==> src/sbs2d_pkg.sv <==
package sbs2d_pkg;

    localparam int MAX_RADIUS_X = 8;
    localparam int MAX_RADIUS_Y = 8;
    localparam int MAX_WIDTH    = 1024;
    localparam int MAX_HEIGHT   = 1024;
    localparam int PIXEL_BITS   = 16;

    localparam int PIX_W      = 16;
    localparam int HSUM_W     = 21;
    localparam int BOX_W      = 25;
    localparam int RADIUS_W   = 4;
    localparam int DIM_W      = 11;
    localparam int CFG_DATA_W = 32;
    localparam int CFG_ADDR_W = 4;

    localparam int RING_DEPTH = 2 * MAX_RADIUS_X + 1;
    localparam int SLOT_DEPTH = 2 * MAX_RADIUS_Y + 1;
    localparam int TAP_W      = $clog2(RING_DEPTH);
    localparam int SLOT_W     = $clog2(SLOT_DEPTH);
    localparam int COL_W      = $clog2(MAX_WIDTH);
    localparam int ROW_W      = $clog2(MAX_HEIGHT);
    localparam int LINE_DEPTH = SLOT_DEPTH * MAX_WIDTH;
    localparam int LINE_AW    = SLOT_W + COL_W;

    typedef enum logic [1:0] {
        REG_RADIUS_X = 2'd0,
        REG_RADIUS_Y = 2'd1,
        REG_WIDTH    = 2'd2,
        REG_HEIGHT   = 2'd3
    } reg_idx_t;

    typedef struct packed {
        logic [RADIUS_W-1:0] rx;
        logic [RADIUS_W-1:0] ry;
        logic [TAP_W-1:0]    nx_m1;
        logic [SLOT_W-1:0]   ny_m1;
        logic [COL_W-1:0]    w_m1;
        logic [ROW_W-1:0]    h_m1;
        logic                restart;
    } cfg_t;

    typedef struct packed {
        logic [HSUM_W-1:0] hsum;
        logic [COL_W-1:0]  x;
        logic [SLOT_W-1:0] slot;
        logic [ROW_W-1:0]  y;
        logic              first_row;
        logic              use_old;
        logic              emit;
        logic              last;
    } item_t;

endpackage

==> src/sbs2d_cfg.sv <==
module sbs2d_cfg (
    input  logic                             aclk,
    input  logic                             aresetn,
    input  logic                             psel,
    input  logic                             penable,
    input  logic                             pwrite,
    input  logic [sbs2d_pkg::CFG_ADDR_W-1:0] paddr,
    input  logic [sbs2d_pkg::CFG_DATA_W-1:0] pwdata,
    output logic [sbs2d_pkg::CFG_DATA_W-1:0] prdata,
    output logic                             pready,
    output sbs2d_pkg::cfg_t                  cfg
);

    logic [sbs2d_pkg::RADIUS_W-1:0] radius_x_reg, radius_y_reg;
    logic [sbs2d_pkg::DIM_W-1:0]    width_reg, height_reg;
    logic [sbs2d_pkg::RADIUS_W-1:0] rx_eff, ry_eff;
    logic                           wr_en;
    sbs2d_pkg::reg_idx_t            idx;

    assign pready = 1'b1;
    assign idx    = sbs2d_pkg::reg_idx_t'(paddr[3:2]);
    assign wr_en  = psel & penable & pwrite & pready;

    always_ff @(posedge aclk) begin
        if (!aresetn) begin
            radius_x_reg <= sbs2d_pkg::RADIUS_W'(1);
            radius_y_reg <= sbs2d_pkg::RADIUS_W'(1);
            width_reg    <= sbs2d_pkg::DIM_W'(sbs2d_pkg::MAX_WIDTH);
            height_reg   <= sbs2d_pkg::DIM_W'(sbs2d_pkg::MAX_HEIGHT);
        end else if (wr_en) begin
            case (idx)
                sbs2d_pkg::REG_RADIUS_X: radius_x_reg <= pwdata[sbs2d_pkg::RADIUS_W-1:0];
                sbs2d_pkg::REG_RADIUS_Y: radius_y_reg <= pwdata[sbs2d_pkg::RADIUS_W-1:0];
                sbs2d_pkg::REG_WIDTH:    width_reg    <= pwdata[sbs2d_pkg::DIM_W-1:0];
                sbs2d_pkg::REG_HEIGHT:   height_reg   <= pwdata[sbs2d_pkg::DIM_W-1:0];
                default: ;
            endcase
        end
    end

    always_comb begin
        case (idx)
            sbs2d_pkg::REG_RADIUS_X: prdata = sbs2d_pkg::CFG_DATA_W'(radius_x_reg);
            sbs2d_pkg::REG_RADIUS_Y: prdata = sbs2d_pkg::CFG_DATA_W'(radius_y_reg);
            sbs2d_pkg::REG_WIDTH:    prdata = sbs2d_pkg::CFG_DATA_W'(width_reg);
            sbs2d_pkg::REG_HEIGHT:   prdata = sbs2d_pkg::CFG_DATA_W'(height_reg);
            default:                 prdata = '0;
        endcase
    end

    assign rx_eff = (radius_x_reg > sbs2d_pkg::RADIUS_W'(sbs2d_pkg::MAX_RADIUS_X))
                  ? sbs2d_pkg::RADIUS_W'(sbs2d_pkg::MAX_RADIUS_X) : radius_x_reg;
    assign ry_eff = (radius_y_reg > sbs2d_pkg::RADIUS_W'(sbs2d_pkg::MAX_RADIUS_Y))
                  ? sbs2d_pkg::RADIUS_W'(sbs2d_pkg::MAX_RADIUS_Y) : radius_y_reg;

    always_comb begin
        cfg.rx      = rx_eff;
        cfg.ry      = ry_eff;
        cfg.nx_m1   = sbs2d_pkg::TAP_W'({rx_eff, 1'b0});
        cfg.ny_m1   = sbs2d_pkg::SLOT_W'({ry_eff, 1'b0});
        cfg.restart = wr_en;
        if (width_reg == '0) begin
            cfg.w_m1 = '0;
        end else if (width_reg > sbs2d_pkg::DIM_W'(sbs2d_pkg::MAX_WIDTH)) begin
            cfg.w_m1 = sbs2d_pkg::COL_W'(sbs2d_pkg::MAX_WIDTH - 1);
        end else begin
            cfg.w_m1 = sbs2d_pkg::COL_W'(width_reg - sbs2d_pkg::DIM_W'(1));
        end
        if (height_reg == '0) begin
            cfg.h_m1 = '0;
        end else if (height_reg > sbs2d_pkg::DIM_W'(sbs2d_pkg::MAX_HEIGHT)) begin
            cfg.h_m1 = sbs2d_pkg::ROW_W'(sbs2d_pkg::MAX_HEIGHT - 1);
        end else begin
            cfg.h_m1 = sbs2d_pkg::ROW_W'(height_reg - sbs2d_pkg::DIM_W'(1));
        end
    end

endmodule

==> config.mk <==
export PLATFORM = sky130hd
export DESIGN_NAME = sbs2d_cfg
export DESIGN_NICKNAME = d
export VERILOG_FILES = /design/src/sbs2d_pkg.sv /design/src/sbs2d_cfg.sv
export SDC_FILE = /design/constraint.sdc
export NUM_CORES = 1
export LEC_CHECK = 0
export ABC_CLOCK_PERIOD_IN_PS = 2570
export BUFFER_PORTS_ARGS = -buffer_cell sky130_fd_sc_hd__buf_4
export CORE_MARGIN = 4
export CORE_UTILIZATION = 45
export CTS_CLUSTER_SIZE = 16
export DETAILED_ROUTE_END_ITERATION = 7
export PLACE_DENSITY = 0.79
export SLEW_MARGIN = 20
export SYNTH_ARGS = -nofsm -noshare
export SYNTH_HDL_FRONTEND = slang
export SYNTH_SLANG_ARGS = --single-unit
==> constraint.sdc <==
create_clock -name aclk -period 2.57 [get_ports aclk]
set_input_delay 0.3855 -clock aclk [delete_from_list [all_inputs] [get_ports aclk]]
set_output_delay 0.3855 -clock aclk [all_outputs]
set_load 0.05 [all_outputs]
Word-level counts from Yosys, hierarchy flattened:

Index checks and enable logic that the tools add are counted.

* bits in registers: 30
* input port bits: 41
* output and inout bits: 72
* logic and storage cells: 29

* add/sub/neg operators: 2
* magnitude comparators: 4
* eq/ne operators: 3
* multiplexer cells: 7
* bitwise gates (word level): 2
* reduce and logical (&&, ||, !) cells: 7

Operators by type and width (count)
* $pmux 32 s4: 1
* $mux 10: 4
* $gt 11x11->1 const B: 2
* $logic_not 11->1: 2
* $sub 10x1->10 const B: 2
* $gt 4x4->1 const B: 2
* $mux 4: 2
* $reduce_and 2->1: 4
* $eq 2x2->1 const B: 2
* $and 1x1->1: 2
* $eq 2x1->1 const B: 1
* $logic_not 2->1: 1

Logic depth before layout (Yosys ltp):

Gate-level depths: netlist (run 1).

* word-level depth: 3
* mapped depth: 7
* gate-level depth less buffers: 6

Worst setup path before layout (run 1):

OpenSTA, ideal clock, no wires.

* path type: flip-flop to output port
* start: reg height_reg[2] in the netlist's numbering
* end: out cfg[8] in the netlist's numbering
* arrival time: 2.063 ns
* data required time: 2.184 ns
* slack: 0.121 ns
* cell stages (with the launch flop): 6
* buffers on the path: 1
* cells stage by stage: dfxtp_1 -> or3_1 -> buf_6 -> nor4_4 -> xnor2_1 -> a21oi_1

RTL lines
* from (decl): RTL line sbs2d_cfg.sv:15 `logic [sbs2d_pkg::DIM_W-1:0] width_reg, height_reg;`
* from (signal assigned): RTL line sbs2d_cfg.sv:29 `height_reg <= sbs2d_pkg::DIM_W'(sbs2d_pkg::MAX_HEIGHT);`
* from (signal assigned): RTL line sbs2d_cfg.sv:35 `sbs2d_pkg::REG_HEIGHT: height_reg <= pwdata[sbs2d_pkg::DIM_W-1:0];`
* to (decl): RTL line sbs2d_cfg.sv:11 `output sbs2d_pkg::cfg_t cfg`

==> impl_metrics.csv, run 1 <==
group,metric,value,unit
status,run_status,"finished clean",
yosys,post_synth_inst_count,269,
die,rows,25,
routing,detail_route.iter0.violations,88,
worst_setup_path,critical_path.startpoint,"width_reg[2]$_SDFFE_PN0P_",
worst_setup_path,startpoint_type,"flip-flop",
worst_setup_path,worstReg2RegEnd,"width_reg[10]$_SDFFE_PN1P_",
routing,routed-via-count,1959,
layout,nNetsFinal,361,
yosys,yosys_warnings,0,
pwr,internal_power,779,uW
pwr,power.switching_fraction,34.6,%
worst_setup_path,end_kind,"output port",
global_routing,vias_in_the_first_global_route,1812,
layout,num_antenna_cells,0,
yosys,ys_async_sr_fraction,0,%
run,drv.max_cap_violation_count,0,
die,area_of_the_die,6160,um^2
clocking,clock-sinks,30,
routing,drt-vias-per-instance,5.10,
pwr,power.combinational.fraction,28.9,%
yosys,synth_most_common_cell,"sky130_fd_sc_hd__buf_4",
clocking,h-tree-depth,2,
timing,finalCriticalPeriod,2410,ps
yosys,dominantRegCellSynth,"sky130_fd_sc_hd__dfxtp_1",
die,floorplan.die.height,78.5,um
worst_setup_path,timing_worst_setup_path_type,"reg2out",
yosys,synth.top_cells.by_count,"sky130_fd_sc_hd__buf_4 (33), sky130_fd_sc_hd__nand2_1 (32), sky130_fd_sc_hd__dfxtp_1 (30), sky130_fd_sc_hd__nor2b_1 (30), sky130_fd_sc_hd__mux2i_1 (25)",
timing,top_achievable_clock_speed,0.414,GHz
min_path,min_to,"width_reg[10]$_SDFFE_PN1P_",
layout,area_occupied_by_registers,601,um^2
timing,clock_skew,0,ps
layout,area_growth_syn_to_layout,21.9,%
clocking,clockRootBuffer,"sky130_fd_sc_hd__clkbuf_8",
clocking,cts.path.max_buffers,2,
placement,preCtsSetupSlack,248,ps
pwr,net-switching-power,411,uW
routing,drt_pre_antenna_iters,4,
clocking,number_of_buffers_created_by_cts,5,
die,initial_utilization,47.0,%
min_path,min_delay_path_depth,3,
yosys,post_synth_main_area_contributors,"sky130_fd_sc_hd__dfxtp_1 (27%), sky130_fd_sc_hd__mux2i_1 (11%), sky130_fd_sc_hd__buf_4 (11%)",
worst_setup_path,timing.reg2reg.worst_path_depth,2,
yosys,synth-edff-count,0,
timing,hold_viol_final,0,
yosys,mappedNetlistArea,2240,um^2
pwr,cellLeakagePower,1.18,nW
worst_setup_path,worst-endpoint-required,2180,ps
worst_setup_path,critical_path.max_fanout,7,
yosys,yosysUniqueCellTypes,46,
timing,timing.final.max_slew_violations,0,
global_routing,antenna_found_initial,0,
die,core_area,4750,um^2
clocking,clk_latency,270,ps
global_routing,grt_start_max_net_pins,31,
min_path,hold_start,"pwdata[10]",
placement,port-buffer-count,65,
layout,finish.instance_area,2730,um^2
placement,gp_congestion,0.820,
timing,timing.slew.headroom,54.7,%
layout,filler_cell_count,455,
placement,placement.cell_area,2590,um^2
yosys,synth_top_cell_area_share,26.9,%
layout,final_layout_size_suffix_gt1_share,28.4,%
clocking,cts_tree,"done",
timing,min_period_over_period,93.9,%
global_routing,grt_first_pass_wirelength,8700,um
global_routing,grt_overflow,0,
timing,setup_ws,156,ps
timing,setup_total_negative_slack,0,ps
global_routing,gr-usage-all-layers,17.1,%
yosys,largest_area_contributor_in_the_synthesized_netlist,"sky130_fd_sc_hd__dfxtp_1",
pwr,ir_drop,0.000291,V
routing,drc_errors,0,
timing,timing.final.setup_violations,0,
die,top_level_ports,113,
yosys,synth.avg_cell_area,8.31,um^2
routing,totalWireLength,5370,um
pwr,power.density,437,nW/um^2
pwr,share_seq_of_total_power,40.5,%
min_path,holdCritPathClass,"in2reg",
worst_setup_path,ff2ff_setup_slack,1630,ps
routing,detail-route-antenna-nets,0,
routing,drt-wirelength-per-cell,14.0,um
placement,place.detailed.hpwl,4050,um
yosys,synth.ff_latch_count,30,
die,floorplan.die.width,78.5,um
worst_setup_path,worst-endpoint-arrival,2030,ps
worst_setup_path,worstReg2RegStart,"width_reg[10]$_SDFFE_PN1P_",
clocking,path_clk_slew,60,ps
layout,multiInputGateArea,1410,um^2
timing,rsz0062_at_grt,"no",
yosys,synth_seq_area_share,26.9,%
pwr,pwr-share-clk,30.6,%
timing,worst_pin_slew,679,ps
==> kinds of logic (layout without fill, tap and decap cells) <==
logic type / after synthesis / count (layout) / share of synthesized area (%)
AND/OR/NAND/NOR: 99 / 99 / 25.1
buffers and inverters: 57 / 83 / 15.6
AO/OA/AOI/OAI: 41 / 41 / 12.1
flip-flops: 30 / 30 / 26.9
multiplexers: 29 / 29 / 15.4
XOR/XNOR: 8 / 8 / 3.13
adder cells (fa/ha/maj): 3 / 3 / 1.57
other: 2 / 24 / 0.336
==> metal layers <==
metal / part of all wire [%] / wire length (um) / GRT usage (%) / up-vias
li1: - / - / - / 958
met1: 44 / 2390 / 22.5 / 922
met2: 47 / 2520 / 28.3 / 72
met3: 7.9 / 425 / 4.70 / 7
met4: 0.65 / 35 / 2.62 / 0
met5: 0 / 0 / 0 / -
==> area by class of cell <==
cell class | count | share of cell area (%)
inverters | 8 | 1.10
repair buffers | 69 | 19.0
well taps | 67 | 3.07
flip-flops and latches | 30 | 22.0
clock buffers | 6 | 3.03
multi-input cells | 204 | 51.8
==> worst max path at each step <==
stage	cells after the start	end
after global placement	6	cfg[12]
after detailed placement	6	cfg[12]
after floorplan	5	cfg[8]
after CTS	5	cfg[20]
final	5	cfg[20]
after global routing	8	cfg[18]
==> placed cells by master, fill, tap and decap left out, types with 4 or more instances in the layout <==
| cell | count |
|---|---|
| sky130_fd_sc_hd__a21boi_0 | 11 |
| sky130_fd_sc_hd__a21oi_1 | 11 |
| sky130_fd_sc_hd__buf_4 | 69 |
| sky130_fd_sc_hd__clkbuf_8 | 6 |
| sky130_fd_sc_hd__conb_1 | 24 |
| sky130_fd_sc_hd__dfxtp_1 | 30 |
| sky130_fd_sc_hd__inv_1 | 8 |
| sky130_fd_sc_hd__mux2i_1 | 25 |
| sky130_fd_sc_hd__nand2_1 | 32 |
| sky130_fd_sc_hd__nor2_1 | 8 |
| sky130_fd_sc_hd__nor2b_1 | 30 |
| sky130_fd_sc_hd__o211ai_1 | 4 |
| sky130_fd_sc_hd__o21ai_1 | 4 |
| sky130_fd_sc_hd__xnor2_1 | 6 |
==> critical path, cell delays in order (launching register included) <==
cell	delay, ps
sky130_fd_sc_hd__dfxtp_1	410
sky130_fd_sc_hd__or4_4	560
sky130_fd_sc_hd__nor2_2	150
sky130_fd_sc_hd__a21boi_0	100
sky130_fd_sc_hd__o32a_1	340
sky130_fd_sc_hd__buf_4	190
==> timing repair <==
item / 4_1_cts / 5_1_grt
endpoints found under the setup margin: 1 / 10
resized for setup: 1 / 6
buffers inserted: 0 / 1
hold buffers: 0 / 0
==> power by group through the flow <==
stage / sequential, mW / clock [mW] / combinational (mW)
6_report: 0.482 / 0.364 / 0.344
5_1_grt: 0.483 / 0.387 / 0.363
4_1_cts: 0.481 / 0.371 / 0.337
3_5_place_dp: 0.491 / 0 / 0.337
3_3_place_gp: 0.491 / 0 / 0.333
2_1_floorplan: 0.487 / 0 / 0.293
==> metrics by stage <==
| stage | total power [mW] | utilization (%) | cells | hold WS [ps] |
|---|---|---|---|---|
| detailed placement | 0.828 | 54.6 | 377 | 492 |
| floorplan | 0.781 | - | 291 | 451 |
| finish | 1.19 | 57.3 | 384 | 359 |
| global route | 1.23 | 57.3 | 384 | 381 |
| CTS | 1.19 | 56.4 | 383 | 363 |
| global placement | 0.824 | 54.6 | 377 | 483 |
No activity file was read; power rests on OpenSTA's default activity.
==> run 2: changes to the inputs <==
--- a/config.mk
+++ b/config.mk
@@ -11,6 +11,7 @@
 export CORE_UTILIZATION = 45
 export CTS_CLUSTER_SIZE = 16
 export DETAILED_ROUTE_END_ITERATION = 7
+export MAX_ROUTING_LAYER = met4
 export PLACE_DENSITY = 0.79
 export SLEW_MARGIN = 20
 export SYNTH_ARGS = -nofsm -noshare
==> run 2 against run 1 <==
Compared with the run above:
- clock-buffer cell count stayed put
- die area is the same
- critical path depth unchanged
- highest routed layer unchanged
==> impl_metrics.csv, run 2 (synthesis results as in run 1) <==
group,metric,value,unit
layout,num_antenna_cells,0,
routing,detail-route-antenna-nets,0,
pwr,power.density,436,nW/um^2
timing,clock_skew,0,ps
status,run_status,"finished clean",
die,initial_utilization,47.0,%
timing,worst_pin_slew,680,ps
timing,timing.final.max_slew_violations,0,
timing,timing.slew.headroom,54.6,%
run,drv.max_cap_violation_count,0,
worst_setup_path,worst-path-buf-inv,1,
worst_setup_path,crit_path_max_incr_delay,600,ps
worst_setup_path,cells_along_the_critical_path,"or4_4 > nor2_2 > a21boi_0 > o32a_1 > buf_4",
layout,filler_cell_count,455,
worst_setup_path,end_kind,"output port",
placement,place.detailed.hpwl,4050,um
clocking,clock-sinks,30,
timing,timing.final.setup_violations,0,
layout,layout_commonest_cell,"sky130_fd_sc_hd__buf_4",
global_routing,gr-usage-all-layers,17.6,%
timing,finalCriticalPeriod,2410,ps
worst_setup_path,timing_worst_setup_path_type,"reg2out",
die,floorplan.die.width,78.5,um
die,floorplan.die.height,78.5,um
timing,min_period_over_period,93.9,%
routing,detail_route.iter0.violations,94,
routing,drt-wirelength-per-cell,14.0,um
layout,most_frequent_cells_in_the_layout,"sky130_fd_sc_hd__buf_4 (69), sky130_fd_sc_hd__nand2_1 (32), sky130_fd_sc_hd__nor2b_1 (30), sky130_fd_sc_hd__dfxtp_1 (30), sky130_fd_sc_hd__mux2i_1 (25)",
clocking,clockRootBuffer,"sky130_fd_sc_hd__clkbuf_8",
worst_setup_path,critical_path.max_fanout,6,
layout,nNetsFinal,361,
worst_setup_path,crit_slowest_cell,"sky130_fd_sc_hd__or4_4",
layout,area_growth_syn_to_layout,21.9,%
worst_setup_path,startpoint_type,"flip-flop",
min_path,min_delay_path_depth,3,
global_routing,grt_first_pass_wirelength,8690,um
worst_setup_path,worstReg2RegStart,"width_reg[10]$_SDFFE_PN1P_",
placement,gp_congestion,0.832,
worst_setup_path,worst-endpoint-arrival,2030,ps
layout,finish.instance_area,2730,um^2
routing,drt-vias-per-instance,5.07,
timing,setup_total_negative_slack,0,ps
min_path,holdCritPathClass,"in2reg",
min_path,hold_start,"pwdata[10]",
worst_setup_path,critical_path.startpoint,"width_reg[0]$_SDFFE_PN0P_",
timing,top_achievable_clock_speed,0.414,GHz
clocking,cts.path.max_buffers,2,
pwr,cellLeakagePower,1.18,nW
global_routing,grt_overflow,0,
global_routing,antenna_found_initial,0,
worst_setup_path,timing.critical_path.depth,5,
timing,hold_viol_final,0,
timing,rsz0062_at_grt,"no",
global_routing,grt_start_max_net_pins,31,
die,rows,25,
worst_setup_path,timing.reg2reg.worst_path_depth,2,
layout,final_layout_size_suffix_gt1_share,28.4,%
die,top_level_ports,113,
routing,drc_errors,0,
die,area_of_the_die,6160,um^2
placement,port-buffer-count,65,
routing,drt_pre_antenna_iters,4,
global_routing,vias_in_the_first_global_route,1809,
clocking,path_clk_slew,60,ps
placement,placement.cell_area,2590,um^2
pwr,ir_drop,0.000291,V
clocking,h-tree-depth,2,
routing,totalWireLength,5370,um
worst_setup_path,path_delay_family,"simple AND/OR/NAND/NOR gates",
routing,routed-via-count,1948,
layout,postLayoutCoreUtil,57.3,%
clocking,post_cts_hold_buffer_count,0,
die,core_area,4750,um^2
worst_setup_path,worst-endpoint-required,2180,ps
clocking,number_of_buffers_created_by_cts,5,
clocking,cts_tree,"done",
clocking,clk_latency,270,ps
[run 2: worst paths after layout]
check	end	slack, ps
max	cfg[20]	160
min reg2reg	radius_y_reg[0]$_SDFFE_PN1P_	500
min	width_reg[10]$_SDFFE_PN1P_	360
max reg2reg	width_reg[10]$_SDFFE_PN1P_	1620
[run 2: cell type report]
cell class / count / area, um^2 / share of cell area, %
tap: 67 / 83.8 / 3.07
timing repair buffer: 69 / 518 / 19.0
inverter: 8 / 30.0 / 1.10
clock buffer: 6 / 82.6 / 3.03
multi-input combinational: 204 / 1410 / 51.8
sequential: 30 / 601 / 22.0
[run 2: timing repair]
item / CTS / global route
resized for setup: 1 / 6
setup buffers: 0 / 1
setup endpoints to repair: 1 / 10
cloned: 0 / 0
pin swaps: 0 / 0
[run 2: per-layer routing]
metal,track usage [%],vias to the layer above,routed length (um),part of all wire (%)
li1,-,959,-,-
met1,22.5,912,2390,44
met2,28.6,72,2530,47
met3,4.59,5,428,8.0
met4,2.62,0,24,0.45
met5,-,-,0,0
[run 2: power by group]
part           switching (mW)  internal (mW)  total [mW]
registers              0.0104          0.472       0.482
logic                   0.243          0.101       0.344
clock network           0.157          0.206       0.363
[run 2: worst min-delay path, stage by stage]
cell and delay [ps]:
sky130_fd_sc_hd__buf_4 90, sky130_fd_sc_hd__nand2_1 40, sky130_fd_sc_hd__o211ai_1 70
[run 2: metrics by stage]
stage | total power [mW] | setup slack, ps | instances | hold slack (ps)
floorplan | 0.781 | 121 | 291 | 451
global placement | 0.824 | 303 | 377 | 483
detailed placement | 0.828 | 248 | 377 | 492
CTS | 1.19 | 61.1 | 383 | 363
global route | 1.23 | 38.9 | 384 | 381
finish | 1.19 | 157 | 384 | 360
