--- src/sbs2d_pkg.sv ---
package sbs2d_pkg;

    localparam int MAX_RADIUS_X = 8;
    localparam int MAX_RADIUS_Y = 8;
    localparam int MAX_WIDTH    = 1024;
    localparam int MAX_HEIGHT   = 1024;
    localparam int PIXEL_BITS   = 16;

    localparam int PIX_W      = 16;
    localparam int HSUM_W     = 21;
    localparam int BOX_W      = 25;
    localparam int RADIUS_W   = 4;
    localparam int DIM_W      = 11;
    localparam int CFG_DATA_W = 32;
    localparam int CFG_ADDR_W = 4;

    localparam int RING_DEPTH = 2 * MAX_RADIUS_X + 1;
    localparam int SLOT_DEPTH = 2 * MAX_RADIUS_Y + 1;
    localparam int TAP_W      = $clog2(RING_DEPTH);
    localparam int SLOT_W     = $clog2(SLOT_DEPTH);
    localparam int COL_W      = $clog2(MAX_WIDTH);
    localparam int ROW_W      = $clog2(MAX_HEIGHT);
    localparam int LINE_DEPTH = SLOT_DEPTH * MAX_WIDTH;
    localparam int LINE_AW    = SLOT_W + COL_W;

    typedef enum logic [1:0] {
        REG_RADIUS_X = 2'd0,
        REG_RADIUS_Y = 2'd1,
        REG_WIDTH    = 2'd2,
        REG_HEIGHT   = 2'd3
    } reg_idx_t;

    typedef struct packed {
        logic [RADIUS_W-1:0] rx;
        logic [RADIUS_W-1:0] ry;
        logic [TAP_W-1:0]    nx_m1;
        logic [SLOT_W-1:0]   ny_m1;
        logic [COL_W-1:0]    w_m1;
        logic [ROW_W-1:0]    h_m1;
        logic                restart;
    } cfg_t;

    typedef struct packed {
        logic [HSUM_W-1:0] hsum;
        logic [COL_W-1:0]  x;
        logic [SLOT_W-1:0] slot;
        logic [ROW_W-1:0]  y;
        logic              first_row;
        logic              use_old;
        logic              emit;
        logic              last;
    } item_t;

endpackage

--- src/sbs2d_row.sv ---
module sbs2d_row (
    input  logic                        aclk,
    input  logic                        aresetn,
    input  sbs2d_pkg::cfg_t             cfg,
    input  logic                        accept,
    input  logic [sbs2d_pkg::PIX_W-1:0] pixel,
    output sbs2d_pkg::item_t            item,
    output logic                        col_upd
);

    logic [sbs2d_pkg::COL_W-1:0]  col_reg, col_next;
    logic [sbs2d_pkg::ROW_W-1:0]  row_reg, row_next;
    logic [sbs2d_pkg::SLOT_W-1:0] slot_reg, slot_next;
    logic [sbs2d_pkg::HSUM_W-1:0] rsum_reg, rsum_next;
    logic [sbs2d_pkg::PIX_W-1:0]  dly_reg [sbs2d_pkg::RING_DEPTH];
    logic [sbs2d_pkg::PIX_W-1:0]  px, tap;
    logic [sbs2d_pkg::HSUM_W-1:0] base, sub;
    logic                         row_end;

    assign px  = pixel & sbs2d_pkg::PIX_W'((1 << sbs2d_pkg::PIXEL_BITS) - 1);
    assign tap = dly_reg[cfg.nx_m1];

    assign base      = (col_reg == '0) ? '0 : rsum_reg;
    assign sub       = (sbs2d_pkg::COL_W'(cfg.nx_m1) < col_reg)
                     ? sbs2d_pkg::HSUM_W'(tap) : '0;
    assign rsum_next = base - sub + sbs2d_pkg::HSUM_W'(px);

    assign col_upd = col_reg >= sbs2d_pkg::COL_W'(cfg.nx_m1);
    assign row_end = col_reg == cfg.w_m1;

    always_comb begin
        item.hsum      = rsum_next;
        item.x         = col_reg - sbs2d_pkg::COL_W'(cfg.rx);
        item.slot      = slot_reg;
        item.y         = row_reg - sbs2d_pkg::ROW_W'(cfg.ry);
        item.first_row = row_reg == '0;
        item.use_old   = row_reg > sbs2d_pkg::ROW_W'(cfg.ny_m1);
        item.emit      = row_reg >= sbs2d_pkg::ROW_W'(cfg.ny_m1);
        item.last      = row_end && (row_reg == cfg.h_m1);
    end

    always_comb begin
        col_next  = col_reg + sbs2d_pkg::COL_W'(1);
        row_next  = row_reg;
        slot_next = slot_reg;
        if (row_end) begin
            col_next = '0;
            if (row_reg == cfg.h_m1) begin
                row_next  = '0;
                slot_next = '0;
            end else begin
                row_next  = row_reg + sbs2d_pkg::ROW_W'(1);
                slot_next = (slot_reg == cfg.ny_m1) ? '0 : slot_reg + sbs2d_pkg::SLOT_W'(1);
            end
        end
    end

    always_ff @(posedge aclk) begin
        if (!aresetn || cfg.restart) begin
            col_reg  <= '0;
            row_reg  <= '0;
            slot_reg <= '0;
            rsum_reg <= '0;
        end else if (accept) begin
            col_reg  <= col_next;
            row_reg  <= row_next;
            slot_reg <= slot_next;
            rsum_reg <= rsum_next;
        end
    end

    always_ff @(posedge aclk) begin
        if (accept) begin
            dly_reg[0] <= px;
            for (int i = 1; i < sbs2d_pkg::RING_DEPTH; i++) begin
                dly_reg[i] <= dly_reg[i-1];
            end
        end
    end

endmodule

--- config.mk ---
export PLATFORM = sky130hd
export DESIGN_NAME = sbs2d_row
export DESIGN_NICKNAME = d
export VERILOG_FILES = /design/src/sbs2d_pkg.sv /design/src/sbs2d_row.sv
export SDC_FILE = /design/constraint.sdc
export NUM_CORES = 1
export LEC_CHECK = 0
export ABC_AREA = 1
export BUFFER_PORTS_ARGS = -buffer_cell sky130_fd_sc_hd__buf_4
export CORE_ASPECT_RATIO = 2
export CORE_MARGIN = 2
export CORE_UTILIZATION = 50
export DETAILED_ROUTE_END_ITERATION = 12
export PLACE_DENSITY_LB_ADDON = 0.05
export SLEW_MARGIN = 20
export SYNTH_ARGS = -nofsm -noshare
export SYNTH_HDL_FRONTEND = slang
export SYNTH_SLANG_ARGS = --single-unit
--- constraint.sdc ---
create_clock -name aclk -period 4.85 [get_ports aclk]
set_input_delay 0.7275 -clock aclk [delete_from_list [all_inputs] [get_ports aclk]]
set_output_delay 0.7275 -clock aclk [all_outputs]
set_load 0.01 [all_outputs]
Word level (Yosys, flattened, before mapping)
Memories as Yosys holds them, arrays and structs flattened.
Cells that the tools add are included.
{"block": "word_totals", "regBits": 46, "ramBits": 272, "in_bits": 58, "output_inout_bits": 51, "mem_count": 1}
{"block": "op_classes", "n_addsub": 7, "magnitude_cmp": 4, "n_eq_ne": 3, "muxes": 8, "n_reduce_logical": 6}
{"name": "dly_reg", "words": 17, "width": 16, "rd": 17, "rd_clocked_by_memory_dff": 0, "wr": 17, "line_no": "sbs2d_row.sv:15", "source": "logic [sbs2d_pkg::PIX_W-1:0] dly_reg [sbs2d_pkg::RING_DEPTH];"}
{"cell": "$add A21 B16 Y21", "n": 1}
{"cell": "$mux W21", "n": 1}
{"cell": "$sub A21 B16 Y21", "n": 1}
{"cell": "$add A10 B1 Y10 const B", "n": 2}
{"cell": "$eq A10 B10 Y1", "n": 2}
{"cell": "$ge A10 B5 Y1", "n": 2}
{"cell": "$logic_not A10 Y1", "n": 2}
{"cell": "$mux W10", "n": 2}
{"cell": "$sub A10 B4 Y10", "n": 2}
{"cell": "$mux W16", "n": 1}
{"cell": "$gt A10 B5 Y1", "n": 1}
{"cell": "$lt A5 B10 Y1", "n": 1}
{"cell": "$mux W5", "n": 2}
{"cell": "$add A5 B1 Y5 const B", "n": 1}
{"cell": "$eq A5 B5 Y1", "n": 1}
{"cell": "$mux W1", "n": 2}
{"cell": "$reduce_and A2 Y1", "n": 1}
{"cell": "$logic_and A1 B1 Y1", "n": 1}
{"cell": "$logic_not A1 Y1", "n": 1}
{"cell": "$logic_or A1 B1 Y1", "n": 1}

Depth between registers and ports, before layout
Gate-level depths: netlist of run 1.
{"block": "depth", "ltp_word": 4, "mapped_depth": 29, "mapped_depth_nobuf": 27}

Worst setup path after synthesis of run 1
No wires, ideal clock.
{"block": "synth_path", "kind": "input -> output", "startpoint": "input port cfg[29] in the netlist's numbering", "endpoint": "output port item[45] in the netlist's numbering", "arrival_time_ns": 4.084, "required_ns": 4.123, "setup_slack_ns": 0.038, "stages": 21, "path_buffers": 3, "cell_sequence": "clkbuf_1 -> clkinv_1 -> clkbuf_1 -> ha_1 -> nand2_1 -> a21oi_1 -> nor4_1 -> nand2_1 -> buf_2 -> nand3_1 -> a21oi_1 -> fa_1 -> inv_1 -> ha_1 -> nand2_1 -> inv_1 -> a21oi_1 -> inv_1 -> a21oi_1 -> nand3_1 -> nand2_1"}
{"element": "start: declaration", "line_no": "sbs2d_row.sv:4", "source": "input sbs2d_pkg::cfg_t cfg,"}
{"element": "end: declaration", "line_no": "sbs2d_row.sv:7", "source": "output sbs2d_pkg::item_t item,"}

==> impl_metrics.csv, run 1 <==
group,metric,value,unit
die,dieHeight,257.8,um
placed_design,dp_slack,-0.08083,ns
yosys,ys_warn_count,0,
timing,slew_violations,0,
yosys,postSynthAreaPerCell,9.316,um^2
detailed_routing,top_layer_used,"met4",
detailed_routing,vias,12457,
detailed_routing,wire_per_inst,17.96,um
detailed_routing,routed_wl,42.30,mm
yosys,syn_nets,1849,
critical_path,crit_path_max_incr_delay,0.43,ns
cts,cts_buffers,31,
yosys,yosys.area.top_type,"edfxtp_1",
timing,worstMarginPinSlew,1.129,ns
timing,max_clock_freq,213.2,MHz
timing,hold_violations,0,
die,rows,93,
critical_path,crit_family,"simple AND/OR/NAND/NOR gates",
finish,fin_cells,2356,
detailed_routing,drt_iter0_drc,873,
critical_path,path_cells,"ha_1, nand2_1, a21oi_2, nor4_4, nand2_1, buf_6, nand2_1, buf_4, nor3_4, fa_1, inv_1, ha_2, nand2_1, nand2_2, a21oi_2, buf_4, nor2_1, nor2_1, nand2_1, nand2_1, nand2_1, buf_4",
finish,final_nets,2024,
critical_path,start_kind,"flip-flop",
timing,setup_ws,0.1603,ns
yosys,synth_top_area_share,50.71,%
run_status,status,"finished, final reports clean",
placed_design,globalplace.congestion,0.9078,
detailed_routing,viasPerCell,5.287,
detailed_routing,antenna_left,0,
critical_path,path_common_cell,"nand2_1",
finish,diodes,0,
cts,cts_root_buffer,"clkbuf_16",
die,core_area,0.03200,mm^2
timing,timing.hold.ws,0.3467,ns
critical_path,end_kind,"output port",
worst_hold_path,worstHoldPathType,"in -> reg",
die,ios,109,
timing,slew-limit-headroom,24.76,%
finish,drive_above_1_share,19.75,%
finish,final_common_cell,"nand2_1",
detailed_routing,first_pass_iters,8,
yosys,ys_ff_latch,318,
die,initial_core_util,50.33,%
placed_design,dp_hpwl,28.85,mm
die,dieArea,0.03375,mm^2
global_route,grt_pass1_vias,12529,
yosys,ys_seq_area_share,56.43,%
global_route,grt_pass1_wl,66.50,mm
detailed_routing,wl_met3,2.149,mm
yosys,synthCells,1729,
yosys,ys_types,38,
power,ir_worst_vdd,318.7,uV
power,power_density,344.9,mW/mm^2
global_route,grt_max_degree,183,
finish,final_cell_mix,"nand2_1 (454), edfxtp_1 (272), nand3_1 (219), buf_4 (197), inv_1 (184)",
global_route,overflow,0,
die,die_x,130.9,um
finish,largest_reg_flops,272,
timing,final.min_clock_period,4.690,ns
placed_design,place_inst,2297,
critical_path,crit_fanout,8,
global_route,antenna_found_initial,0,
timing,fin_worst_skew,0.01118,ns
detailed_routing,wl_met1,16.35,mm
detailed_routing,drc_errors,0,
yosys,synth_area_leaders,"edfxtp_1 (51%), nand2_1 (11%), nand3_1 (7.0%)",
cts,cts_hold_buf,0,
global_route,grt_usage,25.37,%
timing,final-setup-viol-count,0,
critical_path,worstPathArrival,3.96,ns
critical_path,criticalPathCategory,"reg -> out",
timing,fin_crit_sh,96.69,%
job,drv_cap,0,
cts,h-tree-depth,1,
cts,clockBufferDepth,3,
cts,clk_latency,0.57,ns
cts,cts_tree,"done",
critical_path,cp_num_buf_inv,5,
placed_design,portBuffers,108,
cts,path_clk_slew,0.06,ns
detailed_routing,route.met2.wl,22.36,mm
critical_path,worst_ep_required_time,4.12,ns
cts,cts.sinks,318,
finish,syn2layout_area_growth,21.20,%
power,p_leak,0.008401,uW
timing,rsz0062_at_grt,"true",
yosys,syn_area,0.01611,mm^2
critical_path,slowest_stage,"fa_1",
==> timing repair <==
item,4_1_cts,5_1_grt
resized for setup,10,86
gates cloned,0,1
setup buffers,0,0
endpoints found under the setup margin,17,18
pin swaps,0,7
==> cell families (layout without fill, tap and decap cells) <==
group | Yosys count | count (layout) | share of synthesized area (%)
AO/OA/AOI/OAI | 143 | 143 | 5.042
XOR/XNOR | 54 | 54 | 2.936
adder cells (fa/ha/maj) | 62 | 62 | 5.655
buffers and inverters | 265 | 465 | 6.541
flip-flops | 318 | 318 | 56.43
AND/OR/NAND/NOR | 887 | 887 | 23.40
==> through the flow <==
step                      setup TNS [ns]  total power, uW  area [um^2]  util [%]
final                                  0             6734        19520     61.00
after global routing             -0.1611             6999        19520     61.00
after CTS                       -0.01346             6721        19130     59.77
after detailed placement         -0.2531             4258        18070     56.47
after global placement          -0.08232             4249        18070     56.47
after floorplan                        0             3739        16110         -
==> cell type report <==
class / instances / area (um^2)
Fill cell: 2793 / 12480
Sequential cell: 318 / 9095
Multi-Input combinational cell: 1146 / 6344
Timing Repair Buffer: 213 / 1789
Clock buffer: 39 / 845.8
Inverter: 194 / 734.5
Tap cell: 427 / 534.3
Clock inverter: 19 / 178.9
==> layer usage <==
layer / track usage, % / up-vias
met4: 9.427 / 0
met1: 30.77 / 5958
met5: 0 / -
met3: 3.543 / 72
li1: - / 6093
met2: 45.23 / 334
==> path summary, 6_finish.rpt <==
kind | depth (start not counted) | to | startpoint | slack (ns)
setup / recovery | 22 | item[43] | col_reg[4]$_SDFFE_PP0P_ | 0.16
hold / removal | 1 | dly_reg[0][11]$_DFFE_PP_ | pixel[11] | 0.35
setup reg to reg | 24 | rsum_reg[14]$_SDFFE_PP0P_ | col_reg[4]$_SDFFE_PP0P_ | 1.20
hold reg to reg | 0 | dly_reg[5][0]$_DFFE_PP_ | dly_reg[4][0]$_DFFE_PP_ | 0.44
==> where the power goes <==
part | total [uW] | switching (uW) | internal [uW]
registers | 3220 | 77.4 | 3140
clock network | 2460 | 1070 | 1400
logic | 1060 | 606 | 449
==> synthesized netlist by cell type (all sizes together) <==
master  instances
and2            1
nor3b           2
dfxtp          46
a21oi          78
clkbuf         35
ha             44
xor2           47
o21bai          4
nor3           21
buf            36
o211ai          6
nor4            2
or2            13
clkinv          2
a31oi           2
nand4          10
nand3         226
edfxtp        272
inv           192
nand2         481
nor2          130
a211oi         14
fa             18
nor2b           1
o21ai          39
xnor2           7
Note: power is estimated with default switching activity, not from simulation.
==> inputs of run 2 (changes only) <==
==> constraint.sdc (replaced) <==
create_clock -name aclk -period 4.67 [get_ports aclk]
set_input_delay 0.7005 -clock aclk [delete_from_list [all_inputs] [get_ports aclk]]
set_output_delay 0.7005 -clock aclk [all_outputs]
set_load 0.01 [all_outputs]
==> impl_metrics.csv, run 2 (synthesis gave the netlist of run 1 again) <==
group,metric,value,unit
finish,final_area,0.02000,mm^2
timing,fin_worst_skew,0.02035,ns
detailed_routing,first_pass_iters,5,
global_route,grt_use_met3,3.418,%
critical_path,criticalPathCategory,"in -> out",
power,ir_worst_vdd,274.3,uV
critical_path,worstPathArrival,3.86,ns
die,initial_core_util,50.33,%
global_route,grt_pass1_wl,66.43,mm
critical_path,start_kind,"input pin",
timing,setup_ws,0.1088,ns
placed_design,placed_area,0.01814,mm^2
worst_hold_path,worstHoldPathType,"in -> reg",
die,core_area,0.03200,mm^2
global_route,grt_use_met1,30.79,%
timing,max_clock_freq,219.2,MHz
detailed_routing,vias,12584,
power,p_leak,0.008522,uW
cts,cts.sinks,318,
finish,final_nets,2036,
timing,timing.hold.ws,0.3137,ns
timing,slew-limit-headroom,48.68,%
cts,cts_buffers,30,
timing,slew_violations,0,
detailed_routing,wire_per_inst,18.16,um
global_route,grt.busiest_layer,"met2",
finish,diodes,0,
detailed_routing,antenna_left,0,
timing,final-setup-viol-count,0,
cts,cts_hold_buf,0,
finish,final_cell_mix,"nand2_1 (433), edfxtp_1 (272), nand3_1 (204), buf_4 (204), inv_1 (168)",
die,dieHeight,257.8,um
cts,clk_latency,0.57,ns
cts,h-tree-depth,1,
global_route,antenna_found_initial,0,
finish,final_common_cell,"nand2_1",
global_route,grt_use_met2,46.04,%
power,power_density,353.3,mW/mm^2
cts,cts_root_buffer,"clkbuf_16",
timing,final.min_clock_period,4.561,ns
critical_path,rrSetupSlack,1.11,ns
critical_path,end_kind,"output port",
detailed_routing,drt_iter0_drc,1066,
die,ios,109,
placed_design,dp_hpwl,28.93,mm
timing,fin_crit_sh,97.67,%
die,die_x,130.9,um
global_route,grt_usage,25.39,%
cts,cts_tree,"done",
timing,hold_violations,0,
global_route,grt_max_degree,119,
critical_path,worst_ep_required_time,3.97,ns
die,rows,93,
finish,drive_above_1_share,24.28,%
critical_path,reg2regPathDepth,20,
detailed_routing,drc_errors,0,
die,dieArea,0.03375,mm^2
timing,worstMarginPinSlew,0.7699,ns
finish,largest_reg_flops,272,
job,drv_cap,0,
detailed_routing,viasPerCell,5.316,
placed_design,dp_slack,-0.2075,ns
timing,final.setup.tns,0,ns
cts,clockBufferDepth,3,
placed_design,portBuffers,108,
timing,rsz0062_at_grt,"true",
critical_path,crit_fanout,5,
placed_design,globalplace.congestion,0.8987,
global_route,overflow,0,
run_status,status,"finished, final reports clean",
finish,syn2layout_area_growth,24.16,%
finish,n_fill_cell,2702,
critical_path,endpoint,"item[44]",
global_route,grt_pass1_vias,12472,
detailed_routing,routed_wl,42.99,mm
critical_path,crit_start,"cfg[30]",
critical_path,r2r-start,"col_reg[3]$_SDFFE_PP0P_",
cts,path_clk_slew,0.07,ns
critical_path,rr_endpoint,"rsum_reg[12]$_SDFFE_PP0P_",
[run 2: worst min path at each step]
| stage | from | to | slack [ns] | cells after the start |
|---|---|---|---|---|
| 6_report | pixel[3] | dly_reg[0][3]$_DFFE_PP_ | 0.31 | 1 |
| 5_1_grt | pixel[5] | dly_reg[0][5]$_DFFE_PP_ | 0.30 | 1 |
| 4_1_cts | pixel[3] | dly_reg[0][3]$_DFFE_PP_ | 0.29 | 1 |
| 3_5_place_dp | dly_reg[4][0]$_DFFE_PP_ | dly_reg[5][0]$_DFFE_PP_ | 0.43 | 0 |
| 3_3_place_gp | dly_reg[3][0]$_DFFE_PP_ | dly_reg[4][0]$_DFFE_PP_ | 0.42 | 0 |
| 2_1_floorplan | dly_reg[10][0]$_DFFE_PP_ | dly_reg[11][0]$_DFFE_PP_ | 0.42 | 0 |
[run 2: critical path, cell delays in order]
cell and delay [ns]:
buf_4 0.12, inv_1 0.11, ha_4 0.22, nand2_2 0.07, a21oi_2 0.05, nor4_4 0.27
nand2_2 0.15, buf_6 0.17, nand2_4 0.09, nor3_2 0.05, buf_4 0.14, fa_1 0.50
inv_1 0.07, ha_4 0.30, nand3_1 0.14, nand3_4 0.13, nand3_1 0.09, nand2_2 0.11
nand2_2 0.10, nand2_1 0.07, nand2_1 0.06, nand2_1 0.06, buf_4 0.11
[run 2: metrics by stage]
step,power [uW],utilization (%),instances
final,7066,62.49,2367
after global routing,7342,62.49,2367
after CTS,7006,60.64,2365
after detailed placement,4418,56.70,2308
after global placement,4407,56.70,2308
after floorplan,3884,-,1729
[run 2: repair_timing]
item | in CTS | in global routing
setup endpoints to repair | 18 | 18
endpoints found under the hold margin | 0 | 0
buffers inserted | 1 | 3
cloned | 0 | 2
resized for setup | 51 | 148
pin swaps | 6 | 42
[run 2: power breakdown]
group          leakage (uW)  total, uW  switching (uW)  internal (uW)
clock network      0.000496       2550            1120           1430
logic               0.00499       1180             674            507
registers           0.00304       3330            78.1           3260
total               0.00852       7070            1870           5190
[run 2: area by class of cell]
class                      instances  area (um^2)  area share [%]
clock inverter                    17        187.7          0.9385
tap                              427        534.3           2.672
timing repair buffer             226         1901           9.504
sequential                       318         9101           45.51
inverter                         194        737.0           3.685
multi-input combinational       1146         6711           33.56
clock buffer                      39        825.8           4.129
[run 2: metal layers]
| metal | wire length (um) | vias up |
|---|---|---|
| met4 | 1201 | 0 |
| met5 | 0 | - |
| met3 | 2076 | 64 |
| met2 | 23330 | 336 |
| li1 | - | 6104 |
| met1 | 16380 | 6080 |
==> inputs of run 3 (changes only) <==
--- a/config.mk
+++ b/config.mk
@@ -9,7 +9,7 @@
 export BUFFER_PORTS_ARGS = -buffer_cell sky130_fd_sc_hd__buf_4
 export CORE_ASPECT_RATIO = 2
 export CORE_MARGIN = 2
-export CORE_UTILIZATION = 50
+export CORE_UTILIZATION = 45
 export DETAILED_ROUTE_END_ITERATION = 12
 export PLACE_DENSITY_LB_ADDON = 0.05
 export SLEW_MARGIN = 20
==> impl_metrics.csv, run 3 (synthesis gave the netlist of run 1 again) <==
group,metric,value,unit
critical_path,criticalPathCategory,"reg -> out",
cts,cts_root_buffer,"clkbuf_16",
die,dieArea,0.03741,mm^2
timing,slew_violations,0,
timing,worstMarginPinSlew,1.076,ns
power,internal_power,5110,uW
timing,final.setup.tns,0,ns
worst_hold_path,min-delay-start,"pixel[3]",
detailed_routing,antenna_left,0,
timing,final.min_clock_period,4.552,ns
detailed_routing,drt_iter0_drc,870,
die,core_area,0.03556,mm^2
die,dieHeight,271.6,um
finish,syn2layout_area_growth,25.36,%
global_route,grt_max_degree,171,
global_route,overflow,0,
finish,final_cell_mix,"nand2_1 (418), edfxtp_1 (272), buf_4 (210), nand3_1 (208), inv_1 (169)",
timing,final-setup-viol-count,0,
power,p_sw_share,26.57,%
detailed_routing,drc_errors,0,
timing,rsz0062_at_grt,"true",
finish,final_common_cell,"nand2_1",
critical_path,worstPathArrival,3.85,ns
global_route,grt_pass1_wl,69.43,mm
detailed_routing,wire_per_inst,18.81,um
placed_design,dp_slack,-0.3761,ns
power,p_leak,0.008603,uW
finish,diodes,0,
critical_path,worst_ep_required_time,3.97,ns
cts,clk_latency,0.57,ns
worst_hold_path,hold_depth,1,
placed_design,globalplace.congestion,0.8778,
power,seqPwrFrac,48.0,%
finish,drive_above_1_share,24.64,%
power,pwr-share-clk,34.5,%
critical_path,r2r-start,"col_reg[3]$_SDFFE_PP0P_",
global_route,antenna_found_initial,0,
finish,largest_reg_flops,272,
critical_path,reg2regPathDepth,23,
run_status,status,"finished, final reports clean",
cts,h-tree-depth,1,
critical_path,crit_start,"col_reg[3]$_SDFFE_PP0P_",
timing,hold_violations,0,
critical_path,rrSetupSlack,0.99,ns
global_route,grt_usage,24.19,%
cts,cts_buffers,30,
critical_path,crit_fanout,7,
power,power.total,6959,uW
job,drv_cap,0,
finish,final_nets,2053,
detailed_routing,vias,12591,
finish,final_area,0.02019,mm^2
power,ir_worst_vdd,326.0,uV
placed_design,dp_hpwl,31.53,mm
power,pwr-share-comb,17.5,%
detailed_routing,routed_wl,45.27,mm
die,ios,109,
detailed_routing,viasPerCell,5.233,
critical_path,start_kind,"flip-flop",
finish,final_util,56.78,%
die,die_x,137.8,um
timing,fin_worst_skew,0.02149,ns
cts,cts.sinks,318,
power,power_density,344.6,mW/mm^2
global_route,grt_pass1_vias,12609,
timing,setup_ws,0.1177,ns
die,rows,98,
critical_path,end_kind,"output port",
timing,max_clock_freq,219.7,MHz
detailed_routing,first_pass_iters,5,
timing,fin_crit_sh,97.48,%
finish,n_fill_cell,3235,
placed_design,portBuffers,108,
cts,cts_tree,"done",
cts,path_clk_slew,0.06,ns
cts,clockBufferDepth,3,
die,initial_core_util,45.30,%
placed_design,placed_area,0.01826,mm^2
power,p_switching,1849,uW
timing,slew-limit-headroom,28.26,%
worst_hold_path,worstHoldPathType,"in -> reg",
[run 3: cell count changes in the layout (fill, tap and decap cells not counted), moves of 4 or more]
cell	delta
nor3_2	-4
a21oi_2	-5
nand2_1	-15
a21oi_1	+4
buf_12	+6
buf_6	+4
buf_4	+6
nand3_1	+4
nand2_2	+15
clkinv_1	+8
[run 3: what timing repair did]
action,4_1_cts,5_1_grt
gates cloned,0,2
endpoints found under the hold margin,0,0
endpoints found under the setup margin,19,18
pin swaps,3,51
hold buffers,0,0
resized for setup,52,159
setup buffers,6,7
[run 3: worst paths after layout]
kind                                                   to
worst max-delay path                             item[49]
worst min register to register    dly_reg[7][4]$_DFFE_PP_
worst max register to register  rsum_reg[10]$_SDFFE_PP0P_
worst min-delay path              dly_reg[0][3]$_DFFE_PP_
[run 3: through the flow]
step / hold WS [ns] / instances
CTS: 0.2870 / 2397
finish: 0.3163 / 2406
global placement: 0.4291 / 2336
floorplan: 0.4207 / 1729
global route: 0.2965 / 2406
detailed placement: 0.4318 / 2336
[run 3: power by group through the flow]
stage	Combinational [uW]	Sequential, uW	Clock (uW)
after floorplan	520	3360	0
after global routing	1340	3360	2560
final	1220	3340	2400
after detailed placement	1050	3400	0
after global placement	1050	3400	0
after CTS	1090	3340	2450
[run 3: cell type report]
| class | count | area, um^2 | share of cell area [%] |
|---|---|---|---|
| clock inverter | 18 | 136.4 | 0.6754 |
| timing repair buffer | 243 | 2136 | 10.58 |
| sequential | 318 | 9106 | 45.10 |
| tap | 450 | 563.0 | 2.788 |
| clock buffer | 37 | 798.3 | 3.953 |
| inverter | 194 | 743.2 | 3.681 |
| multi-input combinational | 1146 | 6709 | 33.23 |
[run 3: worst max-delay path: stages (launching register included)]
cell and delay (ns):
dfxtp_4 0.37, ha_4 0.22, nand2_2 0.07, a21oi_2 0.06, nor4_2 0.33, nand2_2 0.16
buf_6 0.17, nand3_2 0.06, a21oi_2 0.05, fa_1 0.56, inv_2 0.05, ha_4 0.26
nand2_4 0.10, inv_1 0.06, a21oi_2 0.14, buf_4 0.13, nand2_1 0.06, nand2_2 0.06
nand4_1 0.14, nand2_2 0.12, buf_4 0.12
[run 3: routing by layer]
layer,track usage (%),vias to the layer above,part of all wire [%]
met5,0,-,0
met4,11.09,0,5.1
met3,3.100,108,4.2
met2,43.66,319,53
met1,27.99,6018,38
li1,-,6146,-
